## src/design/ws_pkg.sv

```systemverilog
`timescale 1ns / 1ps
// Shared types and constants for the WS2812 pixel serializer.
// Used by the request channel interface and every module of the design.
package ws_pkg;

	localparam int BITS_PER_PIXEL = 24;
	localparam int COLOR_W = 24;
	localparam int CYCLE_W = 8;
	localparam int FRAME_W = 10;
	localparam int CFG_IDX_W = 2;
	localparam int CFG_DATA_W = 10;
	localparam int QUEUE_DEPTH = 2;

	localparam logic [CYCLE_W-1:0] ZERO_HIGH_RST = 8'd6;
	localparam logic [CYCLE_W-1:0] ONE_HIGH_RST = 8'd13;
	localparam logic [CYCLE_W-1:0] PERIOD_RST = 8'd20;
	localparam logic [FRAME_W-1:0] FRAME_PIX_RST = 10'd12;

	localparam logic [CFG_IDX_W-1:0] REG_ZERO_HIGH = 2'd0;
	localparam logic [CFG_IDX_W-1:0] REG_ONE_HIGH = 2'd1;
	localparam logic [CFG_IDX_W-1:0] REG_PERIOD = 2'd2;
	localparam logic [CFG_IDX_W-1:0] REG_FRAME_PIX = 2'd3;

	typedef enum logic {
		CMD_TICK = 1'b0,
		CMD_LOAD = 1'b1
	} cmd_t;

	typedef struct packed {
		cmd_t cmd;
		logic [COLOR_W-1:0] color;
	} item_t;

	typedef struct packed {
		logic line_level;
		logic busy_res;
		logic load_rejected;
		logic pixel_done;
		logic frame_done;
	} res_t;

	typedef struct packed {
		logic we;
		logic [CFG_IDX_W-1:0] index;
		logic [CFG_DATA_W-1:0] wdata;
	} cfg_t;

endpackage

```

## src/design/ws_in_if.sv

```systemverilog
`timescale 1ns / 1ps
// Request channel of the pixel serializer: tick or load items.
// Depends on ws_pkg for field widths.
interface ws_in_if;
	logic valid;
	logic ready;
	logic req_type;
	logic [ws_pkg::COLOR_W-1:0] pixel_color;

	modport source (output valid, output req_type, output pixel_color, input ready);
	modport sink (input valid, input req_type, input pixel_color, output ready);
endinterface

```

## src/design/ws_out_if.sv

```systemverilog
`timescale 1ns / 1ps
// Result channel of the pixel serializer: one result item per request item.
// Has no dependencies.
interface ws_out_if;
	logic valid;
	logic ready;
	logic line_level;
	logic busy_res;
	logic load_rejected;
	logic pixel_done;
	logic frame_done;

	modport source (output valid, output line_level, output busy_res,
		output load_rejected, output pixel_done, output frame_done, input ready);
	modport sink (input valid, input line_level, input busy_res,
		input load_rejected, input pixel_done, input frame_done, output ready);
endinterface

```

## src/design/ws_front.sv

```systemverilog
`timescale 1ns / 1ps
// Front stage: accepts request items and decodes them into commands.
// Depends on ws_pkg and ws_in_if.
module ws_front (
	input logic clk,
	input logic arst_n,
	ws_in_if.sink req,
	output logic push_valid,
	output ws_pkg::item_t push_item,
	input logic push_ready
);

	logic valid_s1;
	ws_pkg::item_t item_s1;
	logic take;

	assign req.ready = !valid_s1 || push_ready;
	assign take = req.valid && req.ready;

	always_ff @(posedge clk or negedge arst_n) begin
		if (!arst_n) begin
			valid_s1 <= 1'b0;
		end else if (take) begin
			valid_s1 <= 1'b1;
		end else if (push_ready) begin
			valid_s1 <= 1'b0;
		end
	end

	always_ff @(posedge clk) begin
		if (take) begin
			item_s1.cmd <= req.req_type ? ws_pkg::CMD_LOAD : ws_pkg::CMD_TICK;
			item_s1.color <= req.pixel_color;
		end
	end

	assign push_valid = valid_s1;
	assign push_item = item_s1;

endmodule

```

## src/design/ws_queue.sv

```systemverilog
`timescale 1ns / 1ps
// Short command queue between the front stage and the waveform engine.
// Depends on ws_pkg for the item type.
module ws_queue #(
	parameter int DEPTH = ws_pkg::QUEUE_DEPTH
) (
	input logic clk,
	input logic arst_n,
	input logic push_valid,
	input ws_pkg::item_t push_item,
	output logic push_ready,
	output logic pop_valid,
	output ws_pkg::item_t pop_item,
	input logic pop_ready
);

	localparam int PTR_W = (DEPTH > 1) ? $clog2(DEPTH) : 1;
	localparam int CNT_W = $clog2(DEPTH + 1);

	ws_pkg::item_t mem_q [DEPTH];
	logic [PTR_W-1:0] wr_ptr_q;
	logic [PTR_W-1:0] rd_ptr_q;
	logic [CNT_W-1:0] count_q;
	logic push;
	logic pop;

	assign push_ready = count_q != CNT_W'(DEPTH);
	assign pop_valid = count_q != '0;
	assign push = push_valid && push_ready;
	assign pop = pop_valid && pop_ready;
	assign pop_item = mem_q[rd_ptr_q];

	always_ff @(posedge clk or negedge arst_n) begin
		if (!arst_n) begin
			wr_ptr_q <= '0;
			rd_ptr_q <= '0;
			count_q <= '0;
		end else begin
			if (push) begin
				wr_ptr_q <= (wr_ptr_q == PTR_W'(DEPTH - 1)) ? '0 : wr_ptr_q + 1'b1;
			end
			if (pop) begin
				rd_ptr_q <= (rd_ptr_q == PTR_W'(DEPTH - 1)) ? '0 : rd_ptr_q + 1'b1;
			end
			case ({push, pop})
				2'b10: count_q <= count_q + 1'b1;
				2'b01: count_q <= count_q - 1'b1;
				default: count_q <= count_q;
			endcase
		end
	end

	always_ff @(posedge clk) begin
		if (push) begin
			mem_q[wr_ptr_q] <= push_item;
		end
	end

endmodule

```

## src/design/ws_back.sv

```systemverilog
`timescale 1ns / 1ps
// Waveform engine: holds the timing registers and pixel state, executes one
// command per cycle unless the result output stalls, and registers its result item. Depends on ws_pkg.
module ws_back #(
	parameter int BITS_PER_PIXEL = ws_pkg::BITS_PER_PIXEL
) (
	input logic clk,
	input logic arst_n,
	input ws_pkg::cfg_t cfg,
	input logic pop_valid,
	input ws_pkg::item_t pop_item,
	output logic pop_ready,
	ws_out_if.source res
);

	localparam int IDX_W = $clog2(BITS_PER_PIXEL);
	localparam int CW = ws_pkg::CYCLE_W;
	localparam int FW = ws_pkg::FRAME_W;

	logic [CW-1:0] zero_high_q;
	logic [CW-1:0] one_high_q;
	logic [CW-1:0] period_q;
	logic [FW-1:0] frame_pix_q;

	logic [BITS_PER_PIXEL-1:0] shift_q, shift_d;
	logic [IDX_W-1:0] bit_idx_q, bit_idx_d;
	logic [CW-1:0] cycle_q, cycle_d;
	logic sending_q, sending_d;
	logic [FW-1:0] pix_cnt_q, pix_cnt_d;

	logic out_valid_q;
	ws_pkg::res_t res_q;
	ws_pkg::res_t res_d;

	logic pop;
	logic [CW-1:0] high;
	logic [FW-1:0] pix_inc;

	assign pop_ready = !out_valid_q || res.ready;
	assign pop = pop_valid && pop_ready;

	always_ff @(posedge clk or negedge arst_n) begin
		if (!arst_n) begin
			zero_high_q <= ws_pkg::ZERO_HIGH_RST;
			one_high_q <= ws_pkg::ONE_HIGH_RST;
			period_q <= ws_pkg::PERIOD_RST;
			frame_pix_q <= ws_pkg::FRAME_PIX_RST;
		end else if (cfg.we) begin
			case (cfg.index)
				ws_pkg::REG_ZERO_HIGH: zero_high_q <= cfg.wdata[CW-1:0];
				ws_pkg::REG_ONE_HIGH: one_high_q <= cfg.wdata[CW-1:0];
				ws_pkg::REG_PERIOD: period_q <= cfg.wdata[CW-1:0];
				ws_pkg::REG_FRAME_PIX: frame_pix_q <= cfg.wdata[FW-1:0];
				default: ;
			endcase
		end
	end

	assign high = shift_q[BITS_PER_PIXEL-1] ? one_high_q : zero_high_q;
	assign pix_inc = pix_cnt_q + 1'b1;

	always_comb begin
		shift_d = shift_q;
		bit_idx_d = bit_idx_q;
		cycle_d = cycle_q;
		sending_d = sending_q;
		pix_cnt_d = pix_cnt_q;
		res_d = '0;
		if (pop_item.cmd == ws_pkg::CMD_LOAD) begin
			res_d.busy_res = 1'b1;
			if (sending_q) begin
				res_d.load_rejected = 1'b1;
			end else begin
				shift_d = BITS_PER_PIXEL'(pop_item.color);
				bit_idx_d = '0;
				cycle_d = '0;
				sending_d = 1'b1;
			end
		end else if (sending_q) begin
			res_d.busy_res = 1'b1;
			res_d.line_level = cycle_q < high;
			if ({1'b0, cycle_q} + 9'd1 >= {1'b0, period_q}) begin
				cycle_d = '0;
				shift_d = shift_q << 1;
				if (bit_idx_q == IDX_W'(BITS_PER_PIXEL - 1)) begin
					bit_idx_d = '0;
					sending_d = 1'b0;
					res_d.pixel_done = 1'b1;
					if (pix_inc >= frame_pix_q || pix_inc == '0) begin
						res_d.frame_done = 1'b1;
						pix_cnt_d = '0;
					end else begin
						pix_cnt_d = pix_inc;
					end
				end else begin
					bit_idx_d = bit_idx_q + 1'b1;
				end
			end else begin
				cycle_d = cycle_q + 1'b1;
			end
		end
	end

	always_ff @(posedge clk or negedge arst_n) begin
		if (!arst_n) begin
			shift_q <= '0;
			bit_idx_q <= '0;
			cycle_q <= '0;
			sending_q <= 1'b0;
			pix_cnt_q <= '0;
			out_valid_q <= 1'b0;
		end else begin
			if (pop) begin
				shift_q <= shift_d;
				bit_idx_q <= bit_idx_d;
				cycle_q <= cycle_d;
				sending_q <= sending_d;
				pix_cnt_q <= pix_cnt_d;
				out_valid_q <= 1'b1;
			end else if (res.ready) begin
				out_valid_q <= 1'b0;
			end
		end
	end

	always_ff @(posedge clk) begin
		if (pop) begin
			res_q <= res_d;
		end
	end

	assign res.valid = out_valid_q;
	assign res.line_level = res_q.line_level;
	assign res.busy_res = res_q.busy_res;
	assign res.load_rejected = res_q.load_rejected;
	assign res.pixel_done = res_q.pixel_done;
	assign res.frame_done = res_q.frame_done;

endmodule

```

## src/design/ws2812_pixel_serializer.sv

```systemverilog
`timescale 1ns / 1ps
// Channel    | Role | Payload
// pixel      | sink | req_type, pixel_color
// result     | src  | line_level, busy_res, load_rejected, pixel_done, frame_done
// One item per clock is accepted and one result per clock delivered, sustained while the result side is not stalled.
// An accepted item passes the front register, then the queue, and its result
// is held in the engine's output register.
// The engine executes one command per cycle while the result side is not stalled;
// the two-entry queue lets the front keep accepting until it fills while the result side stalls.
// Reset clears all pixel state and loads the timing registers' defaults.
// Top level of the WS2812 pixel serializer; depends on ws_pkg, the channel
// interfaces, ws_front, ws_queue and ws_back.
module ws2812_pixel_serializer #(
	parameter int BITS_PER_PIXEL = ws_pkg::BITS_PER_PIXEL
) (
	input logic clk,
	input logic arst_n,
	ws_in_if.sink pixel,
	ws_out_if.source result,
	input logic cfg_we,
	input logic [ws_pkg::CFG_IDX_W-1:0] cfg_index,
	input logic [ws_pkg::CFG_DATA_W-1:0] cfg_wdata
);

	logic push_valid;
	logic push_ready;
	ws_pkg::item_t push_item;
	logic pop_valid;
	logic pop_ready;
	ws_pkg::item_t pop_item;
	ws_pkg::cfg_t cfg;

	assign cfg.we = cfg_we;
	assign cfg.index = cfg_index;
	assign cfg.wdata = cfg_wdata;

	ws_front u_front (
		.clk(clk),
		.arst_n(arst_n),
		.req(pixel),
		.push_valid(push_valid),
		.push_item(push_item),
		.push_ready(push_ready)
	);

	ws_queue #(
		.DEPTH(ws_pkg::QUEUE_DEPTH)
	) u_queue (
		.clk(clk),
		.arst_n(arst_n),
		.push_valid(push_valid),
		.push_item(push_item),
		.push_ready(push_ready),
		.pop_valid(pop_valid),
		.pop_item(pop_item),
		.pop_ready(pop_ready)
	);

	ws_back #(
		.BITS_PER_PIXEL(BITS_PER_PIXEL)
	) u_back (
		.clk(clk),
		.arst_n(arst_n),
		.cfg(cfg),
		.pop_valid(pop_valid),
		.pop_item(pop_item),
		.pop_ready(pop_ready),
		.res(result)
	);

`ifndef SYNTHESIS
	a_frame_needs_pixel: assert property (@(posedge clk) disable iff (!arst_n)
		result.valid && result.frame_done |-> result.pixel_done)
		else $error("frame end without pixel end");

	a_reject_is_busy: assert property (@(posedge clk) disable iff (!arst_n)
		result.valid && (result.load_rejected || result.line_level) |-> result.busy_res)
		else $error("line or reject flag while idle");

	a_reject_no_level: assert property (@(posedge clk) disable iff (!arst_n)
		result.valid && result.load_rejected |-> !result.line_level && !result.pixel_done)
		else $error("rejected load drove the line");
`endif

endmodule

```

## src/flat_wrapper.sv

```systemverilog
// flat-port wrapper written by rule: the top's interface ports become plain ports
module ws2812_pixel_serializer_flat 
#(
	parameter int BITS_PER_PIXEL = ws_pkg::BITS_PER_PIXEL
)
  (clk, arst_n, cfg_we, cfg_index, cfg_wdata, pixel_valid, pixel_req_type, pixel_pixel_color, pixel_ready, result_valid, result_line_level, result_busy_res, result_load_rejected, result_pixel_done, result_frame_done, result_ready);
  ws_in_if pixel_i ();
  ws_out_if result_i ();
  input logic clk;
  input logic arst_n;
  input logic cfg_we;
  input logic [ws_pkg::CFG_IDX_W-1:0] cfg_index;
  input logic [ws_pkg::CFG_DATA_W-1:0] cfg_wdata;
  input wire logic [$bits(pixel_i.valid)-1:0] pixel_valid;
  input wire logic [$bits(pixel_i.req_type)-1:0] pixel_req_type;
  input wire logic [$bits(pixel_i.pixel_color)-1:0] pixel_pixel_color;
  output wire logic [$bits(pixel_i.ready)-1:0] pixel_ready;
  output wire logic [$bits(result_i.valid)-1:0] result_valid;
  output wire logic [$bits(result_i.line_level)-1:0] result_line_level;
  output wire logic [$bits(result_i.busy_res)-1:0] result_busy_res;
  output wire logic [$bits(result_i.load_rejected)-1:0] result_load_rejected;
  output wire logic [$bits(result_i.pixel_done)-1:0] result_pixel_done;
  output wire logic [$bits(result_i.frame_done)-1:0] result_frame_done;
  input wire logic [$bits(result_i.ready)-1:0] result_ready;
  assign pixel_i.valid = pixel_valid;
  assign pixel_i.req_type = pixel_req_type;
  assign pixel_i.pixel_color = pixel_pixel_color;
  assign pixel_ready = pixel_i.ready;
  assign result_valid = result_i.valid;
  assign result_line_level = result_i.line_level;
  assign result_busy_res = result_i.busy_res;
  assign result_load_rejected = result_i.load_rejected;
  assign result_pixel_done = result_i.pixel_done;
  assign result_frame_done = result_i.frame_done;
  assign result_i.ready = result_ready;
  ws2812_pixel_serializer #(.BITS_PER_PIXEL(BITS_PER_PIXEL)) u_core (.clk(clk), .arst_n(arst_n), .pixel(pixel_i), .result(result_i), .cfg_we(cfg_we), .cfg_index(cfg_index), .cfg_wdata(cfg_wdata));
endmodule
```

## config.mk

```make
export PLATFORM = sky130hd
export DESIGN_NAME = ws2812_pixel_serializer_flat
export DESIGN_NICKNAME = d
export VERILOG_FILES = /design/src/design/ws_pkg.sv /design/src/design/ws_in_if.sv /design/src/design/ws_out_if.sv /design/src/design/ws_front.sv /design/src/design/ws_queue.sv /design/src/design/ws_back.sv /design/src/design/ws2812_pixel_serializer.sv /design/src/flat_wrapper.sv
export SDC_FILE = /design/constraint.sdc
export NUM_CORES = 1
export LEC_CHECK = 0
export BUFFER_PORTS_ARGS = -buffer_cell sky130_fd_sc_hd__buf_2
export CORE_AREA = 10 10 133 135
export DETAILED_ROUTE_END_ITERATION = 8
export DIE_AREA = 0 0 143 145
export GPL_TIMING_DRIVEN = 0
export PLACE_DENSITY = 0.73
export SYNTH_ARGS = -nofsm -noshare
export SYNTH_HDL_FRONTEND = slang
export SYNTH_SLANG_ARGS = --single-unit
```

## constraint.sdc

```tcl
create_clock -name clk -period 7.4 [get_ports clk]
set_clock_uncertainty 0.05 [all_clocks]
set_input_delay 2.22 -clock clk [delete_from_list [all_inputs] [get_ports clk]]
set_output_delay 2.22 -clock clk [all_outputs]
set_load 0.005 [all_outputs]
```

# Yosys cells after proc, flatten, opt, wreduce, memory -nomap -nowiden
# Memories as Yosys holds them, arrays and structs flattened.
# Index checks and enable logic that the tools add are counted.
# W data, S select, Z words.
dict set report word_totals {
  reg_bits 118
  latch_bits 0
  ram_bits 50
  romBits 0
  input_bits 42
  output_inout_bits 7
  word_cells 104
  memories 1
}
# memory depth word_bits read_ports rd_ports_with_merged_regs wr line
set mem_list {}
lappend mem_list {u_core.u_queue.mem_q 2 25 1 0 1 ws_queue.sv:20} ;# ws_pkg::item_t mem_q [DEPTH];
dict set report classes {
  n_addsub 8
  mul 0
  div_mod_pow 0
  order_cmp 3
  eq_ne 8
  shifts 0
  mux 33
  bitwise_logic 4
  n_reduce_logical 26
}
# cell count
set ops {}
lappend ops {{$mux W24} 4}
lappend ops {{$mux W8} 5}
lappend ops {{$mux W5} 5}
lappend ops {{$mux W1} 16}
lappend ops {{$reduce_bool A2 Y1} 6}
lappend ops {{$add A10 B1 Y10 const B} 1}
lappend ops {{$ge A10 B10 Y1} 1}
lappend ops {{$logic_not A10 Y1} 1}
lappend ops {{$mux W10} 1}
lappend ops {{$add A8 B1 Y9 const B} 1}
lappend ops {{$ge A9 B8 Y1} 1}
lappend ops {{$add A8 B1 Y8 const B} 1}
lappend ops {{$lt A8 B8 Y1} 1}
lappend ops {{$reduce_and A2 Y1} 4}
lappend ops {{$eq A2 B2 Y1 const B} 3}
lappend ops {{$add A5 B1 Y5 const B} 1}
lappend ops {{$eq A5 B5 Y1 const B} 1}
lappend ops {{$reduce_and A5 Y1} 1}
lappend ops {{$eq A2 B1 Y1 const B} 2}
lappend ops {{$ne A2 B2 Y1 const B} 2}
lappend ops {{$not A1 Y1} 4}
lappend ops {{$pmux W2 S2} 1}
lappend ops {{$reduce_and A4 Y1} 1}
lappend ops {{$reduce_or A4 Y1} 1}
lappend ops {{11 further kinds} 17}

# Logic depth before layout (Yosys ltp)
dict set report depth {
  ltp_word 5
  depth_mapped 13
}

# Cells and area by module
# From an unflattened synthesis, not the netlist that was laid out.
dict set report hier_totals {
  cells_unflattened 572
  hier_area_um2 7578.5
}
# mod n_inst cells_per_inst area_each_um2 seq_area_each_um2
set modules_own_cells {}
lappend modules_own_cells {ws_back 1 448 4758.3 2238.4}
lappend modules_own_cells {ws_queue 1 95 2015.7 1601.5}
lappend modules_own_cells {ws_front 1 29 804.5 775.7}

# Worst setup path before layout
# Ideal clock, no wire load.
dict set report synth_path {
  path_type {input to register}
  start {input port result_ready}
  end {register u_core.u_back.pix_cnt_q[7]}
  setup_ns 0.121
  t_arrival_ns 3.506
  path_slack_ns 3.723
  cell_stages 6
  n_path_buf 1
  cell_sequence {nand2b_1 -> o21ai_1 -> or4_4 -> buf_6 -> a21o_1 -> a22o_1}
}
dict set report synth_via {
  elab_chain_len 3
}
# element line
set synth_lines {}
lappend synth_lines {{start, declared} flat_wrapper.sv:24} ;# input wire logic [$bits(result_i.ready)-1:0] result_ready;
lappend synth_lines {{$logic_or A1 B1 Y1} ws_back.sv:39} ;# assign pop_ready = !out_valid_q || res.ready;
lappend synth_lines {{$logic_and A1 B1 Y1} ws_back.sv:40} ;# assign pop = pop_valid && pop_ready;
lappend synth_lines {{$reduce_and A5 Y1 (no line)} --}
lappend synth_lines {{end signal, assigned} ws_back.sv:118} ;# pix_cnt_q <= pix_cnt_d;
lappend synth_lines {{end, declared} ws_back.sv:29} ;# logic [FW-1:0] pix_cnt_q, pix_cnt_d;
# No other way between the ends.
# A chain may end at the register's enable or synchronous reset.

# Worst setup path in the final report
dict set report layout_path {
  start {register u_core.u_back.pix_cnt_q[0]}
  end {register u_core.u_back.res_q, in the netlist u_core.u_back.res.frame_done (data pin)}
}
dict set report layout_via {
  elab_chain_len 4
  word_cells_on_any_way 5
  cone_classes {1 x add/sub; 1 x order compare; 1 x mux; 2 x reduce/logical}
}
# element line
set layout_lines {}
lappend layout_lines {{$add A10 B1 Y10 (*)} ws_back.sv:60} ;# assign pix_inc = pix_cnt_q + 1'b1;
lappend layout_lines {{$ge A10 B10 Y1 / $logic_not A10 Y1 (equally long branches)} ws_back.sv:89} ;# if (pix_inc >= frame_pix_q || pix_inc == '0) begin
lappend layout_lines {{$logic_or A1 B1 Y1 (*)} ws_back.sv:89}
lappend layout_lines {{$mux W1 (*)} ws_back.sv:89}
lappend layout_lines {{end signal, assigned} ws_back.sv:128} ;# res_q <= res_d;
lappend layout_lines {{end, declared} ws_back.sv:32} ;# ws_pkg::res_t res_q;
# Mark *: on every way between the ends. The rest lies on a longest branch, timed or not.

==> impl_metrics.xml <==
<?xml version="1.0" encoding="UTF-8"?>
<metrics>
  <group name="logic_synthesis">
    <metric name="combinational_family_with_the_most_area_after_synthesis" unit="">multiplexers</metric>
    <metric name="yosysWarnings" unit="">0</metric>
    <metric name="ys_seq_elements" unit="">168</metric>
    <metric name="post_synth_fa_ha_maj_area_fraction" unit="%">5.22</metric>
    <metric name="synth.area.mux_share" unit="%">9.93</metric>
    <metric name="postSynthAreaPerCell" unit="um2">12.7</metric>
    <metric name="yosys.area_share.simple" unit="%">8.59</metric>
    <metric name="asyncSetResetFlopFracSynth" unit="%">52.4</metric>
    <metric name="netlist_area_pre_place" unit="um2">7430</metric>
    <metric name="postSynthCellCount" unit="">583</metric>
    <metric name="synthDistinctLibCells" unit="">52</metric>
    <metric name="dominantRegCellSynth" unit="">edfxtp_1</metric>
    <metric name="synth-edff-count" unit="">80</metric>
    <metric name="synth_xor_xnor_area_share" unit="%">2.24</metric>
    <metric name="sequential_cell_area_fraction_in_the_yosys_report" unit="%">62.1</metric>
    <metric name="synth.net_count" unit="">656</metric>
    <metric name="synth-compound-area-share" unit="%">9.28</metric>
  </group>
  <group name="placed_design">
    <metric name="gp_congestion" unit="">0.807</metric>
    <metric name="numPlacedInstances" unit="">821</metric>
    <metric name="hpwl" unit="um">9670</metric>
    <metric name="detailedPlace.worstSlack" unit="ns">3.38</metric>
    <metric name="portBuffers" unit="">48</metric>
  </group>
  <group name="sta">
    <metric name="layout_min_cycle_time" unit="ns">4.01</metric>
    <metric name="tightestPinTransition" unit="ns">1.34</metric>
    <metric name="finalSetupViolations" unit="">0</metric>
    <metric name="worst_relative_slew_slack" unit="%">10.4</metric>
    <metric name="setup_total_negative_slack" unit="ns">0</metric>
    <metric name="clock.fmax" unit="GHz">0.250</metric>
    <metric name="post-route-worst-setup-slack" unit="ns">3.39</metric>
    <metric name="layout_worst_path_cycle_share" unit="%">54.2</metric>
    <metric name="final_number_of_hold_violating_endpoints" unit="">0</metric>
    <metric name="rsz0062_at_grt" unit="">false</metric>
    <metric name="maxSlewViolCount" unit="">0</metric>
    <metric name="whs" unit="ns">0.391</metric>
  </group>
  <group name="critical_path">
    <metric name="crit-reg2reg-launch" unit="">u_core.u_back.pix_cnt_q[0]</metric>
    <metric name="reg2reg_setup_slack" unit="ns">3.39</metric>
    <metric name="startpoint_types" unit="">flip-flop</metric>
    <metric name="cp-endpoint" unit="">u_core.u_back.res.frame_done</metric>
    <metric name="crit_path_top_delay_cell" unit="">a211oi_1</metric>
    <metric name="critical_path_depth" unit="">12</metric>
    <metric name="timing.critical_path.to_type" unit="">flip-flop</metric>
    <metric name="path_cells" unit="">ha_1 -&gt; nand3_1 -&gt; nor2_1 -&gt; and3_1 -&gt; xor2_1 -&gt; ha_1 -&gt; and4_1 -&gt; nand2_1 -&gt; a21oi_1 -&gt; a211oi_1 -&gt; nand2_1 -&gt; and3_1</metric>
    <metric name="critical_path.max_stage_delay" unit="ns">0.81</metric>
    <metric name="worst_path_dominant_cell_family" unit="">simple AND/OR/NAND/NOR gates</metric>
    <metric name="timing.rr.end" unit="">u_core.u_back.res.frame_done</metric>
    <metric name="worst_ep_arrival_time" unit="ns">4.13</metric>
    <metric name="critPathBufInv" unit="">0</metric>
    <metric name="timing.critical_path.from" unit="">u_core.u_back.pix_cnt_q[0]</metric>
    <metric name="critical_path_peak_fanout" unit="">9</metric>
    <metric name="r2r_cells" unit="">12</metric>
    <metric name="cp.required" unit="ns">7.53</metric>
    <metric name="crit_type" unit="">flip-flop to flip-flop</metric>
  </group>
  <group name="finish">
    <metric name="final_net_count" unit="">725</metric>
    <metric name="area_delta_synth_final" unit="%">15.1</metric>
    <metric name="antenna_cells_inserted" unit="">0</metric>
    <metric name="fin_cells" unit="">853</metric>
    <metric name="layout-drive-gt1-share" unit="%">20.0</metric>
  </group>
  <group name="global_route">
    <metric name="pin_count_of_the_biggest_net_entering_global_routing" unit="">54</metric>
    <metric name="globalRouteOverflowTotal" unit="">0</metric>
    <metric name="grt_pass1_vias" unit="">4870</metric>
    <metric name="antenna_violations_before_repair" unit="">0</metric>
    <metric name="gr-usage-all-layers" unit="%">13.8</metric>
    <metric name="grt_pass1_wl" unit="um">23100</metric>
  </group>
  <group name="clocking">
    <metric name="path_clk_slew" unit="ns">0.06</metric>
    <metric name="cts_max_level" unit="">4</metric>
    <metric name="numCtsBuffers" unit="">17</metric>
    <metric name="worstSkewPairLatency" unit="ns">0.43</metric>
    <metric name="cts.repair.resized" unit="">0</metric>
    <metric name="clockBufferDepth" unit="">2</metric>
    <metric name="numClockSinks" unit="">168</metric>
    <metric name="clk_root_buffer_cell" unit="">clkbuf_16</metric>
    <metric name="post-cts-setup-buffers" unit="">0</metric>
    <metric name="holdBufCountCts" unit="">0</metric>
    <metric name="cts_tree" unit="">built</metric>
  </group>
  <group name="detailed_routing">
    <metric name="drt-initial-drc-count" unit="">304</metric>
    <metric name="post_drt_wl_per_cell" unit="um">15.8</metric>
    <metric name="drt-total-wl" unit="um">13500</metric>
    <metric name="firstDrtPassIters" unit="">6</metric>
    <metric name="via_per_inst" unit="">5.44</metric>
    <metric name="drtAntennaViolNets" unit="">0</metric>
    <metric name="vias" unit="">4640</metric>
    <metric name="drc_errors" unit="">0</metric>
  </group>
  <group name="floorplanning">
    <metric name="placementRows" unit="">45</metric>
    <metric name="core_area" unit="um2">15000</metric>
    <metric name="initial_util" unit="%">49.4</metric>
    <metric name="die_width" unit="um">143</metric>
    <metric name="floorplan.die_area" unit="um2">20700</metric>
    <metric name="ioPinCount" unit="">49</metric>
    <metric name="dieHeight" unit="um">145</metric>
  </group>
  <group name="worst_hold_path">
    <metric name="timing.hold.worst.class" unit="">flip-flop to flip-flop</metric>
  </group>
  <group name="power_and_ir_drop">
    <metric name="total_leakage_power" unit="nW">3.65</metric>
    <metric name="power-per-cell-area" unit="nW/um2">345</metric>
    <metric name="ir_drop" unit="uV">242</metric>
  </group>
  <group name="run_status">
    <metric name="outcome" unit="">completed</metric>
  </group>
  <group name="run">
    <metric name="max_cap_viols" unit="">0</metric>
  </group>
</metrics>
flip-flops by register name, indices dropped and copies added (netlist names), 2 cells and up:
register                   cells
u_core.u_back.bit_idx_q        5
u_core.u_front.push_item      25
u_core.u_queue.mem_q          50
u_core.u_back.zero_high_q      8
u_core.u_queue.count_q         2
u_core.u_back.period_q         8
u_core.u_back.frame_pix_q     10
u_core.u_back.pix_cnt_q       10
u_core.u_back.one_high_q       8
u_core.u_back.shift_q         24
u_core.u_back.cycle_q          8
per-layer routing:
metal / part of all wire, % / vias up / GRT usage (%)
li1: - / 2246 / -
met1: 44 / 2256 / 16.7
met2: 48 / 110 / 22.1
met3: 4.8 / 28 / 4.43
met4: 2.5 / 0 / 5.83
met5: 0 / - / 0
cell type report:
cell class / count / area (um2)
multi-input cells: 367 / 2620
flip-flops and latches: 168 / 4620
repair buffers: 50 / 285
clock buffers: 21 / 450
inverters: 26 / 97.6
well taps: 188 / 235
plain buffers: 22 / 98.8
fillers: 1187 / 6480
clock inverters: 11 / 149
metrics by stage:
step,power [mW],cell area [um2],util (%)
2_1_floorplan,1.85,7430,-
3_3_place_gp,2.03,7910,52.6
3_5_place_dp,2.08,7960,52.9
4_1_cts,2.98,8550,56.9
5_1_grt,3.14,8550,56.9
6_report,2.95,8550,56.9
layout by cell type, fill, tap and decap left out, drive strengths merged, types with 4 or more instances in the layout:
| cell | count |
|---|---|
| mux2 | 35 |
| nand3b | 4 |
| nand3 | 10 |
| xnor2 | 13 |
| o21ai | 37 |
| dfrtp | 79 |
| clkbuf | 34 |
| a21o | 6 |
| xor2 | 6 |
| nand2b | 5 |
| nor2 | 35 |
| and3 | 6 |
| mux2i | 34 |
| ha | 31 |
| a22o | 9 |
| inv | 28 |
| buf | 59 |
| nand2 | 53 |
| a21oi | 34 |
| dfstp | 9 |
| clkinv | 4 |
| nand4 | 8 |
| edfxtp | 80 |
| nor3 | 5 |
cells in the mapped netlist (8+ instances only):
library cell	count	share of area, %
a21oi_1	34	2.3
a22o_1	9	1.1
clkbuf_1	13	0.66
dfrtp_1	79	27
dfstp_2	9	3.2
edfxtp_1	80	32
ha_1	31	5.2
inv_1	25	1.3
mux2_2	34	5.2
mux2i_1	34	4.6
nand2_1	53	2.7
nand3_1	10	0.67
nand4_1	8	0.67
nor2_1	35	1.8
o21ai_0	34	2.3
xnor2_1	13	1.5
cell families after synthesis:
logic type,count (synthesis)
and+or+nand+nor,137
AOI/OAI and AO/OA,111
adders and majority gates,31
DFF,168
xor gates and xnor gates,19
buffers and inverters,48
muxes,69
worst reg2reg max path, stage by stage (launching register included):
cell and delay, ns:
dfrtp_1 0.50, ha_1 0.30, nand3_1 0.18, nor2_1 0.32
and3_1 0.22, xor2_1 0.22, ha_1 0.28, and4_1 0.20
nand2_1 0.09, a21oi_1 0.07, a211oi_1 0.81, nand2_1 0.24
and3_1 0.27
power breakdown:
| part | internal [mW] | switching, mW |
|---|---|---|
| clock | 0.541 | 0.352 |
| sequential | 1.25 | 0.101 |
| combinational | 0.280 | 0.426 |
worst min path at each step:
stage	from	end	depth (start not counted)
6_report	u_core.u_front.push_item[13]	u_core.u_queue.mem_q[0][13]	0
3_3_place_gp	u_core.u_front.push_item[17]	u_core.u_queue.mem_q[0][17]	0
5_1_grt	u_core.u_front.push_item[13]	u_core.u_queue.mem_q[0][13]	0
3_5_place_dp	u_core.u_front.push_item[11]	u_core.u_queue.mem_q[1][11]	0
4_1_cts	u_core.u_front.push_item[13]	u_core.u_queue.mem_q[0][13]	0
2_1_floorplan	u_core.u_front.push_item[0]	u_core.u_queue.mem_q[0][0]	0
(Power assumes the default switching activity.)
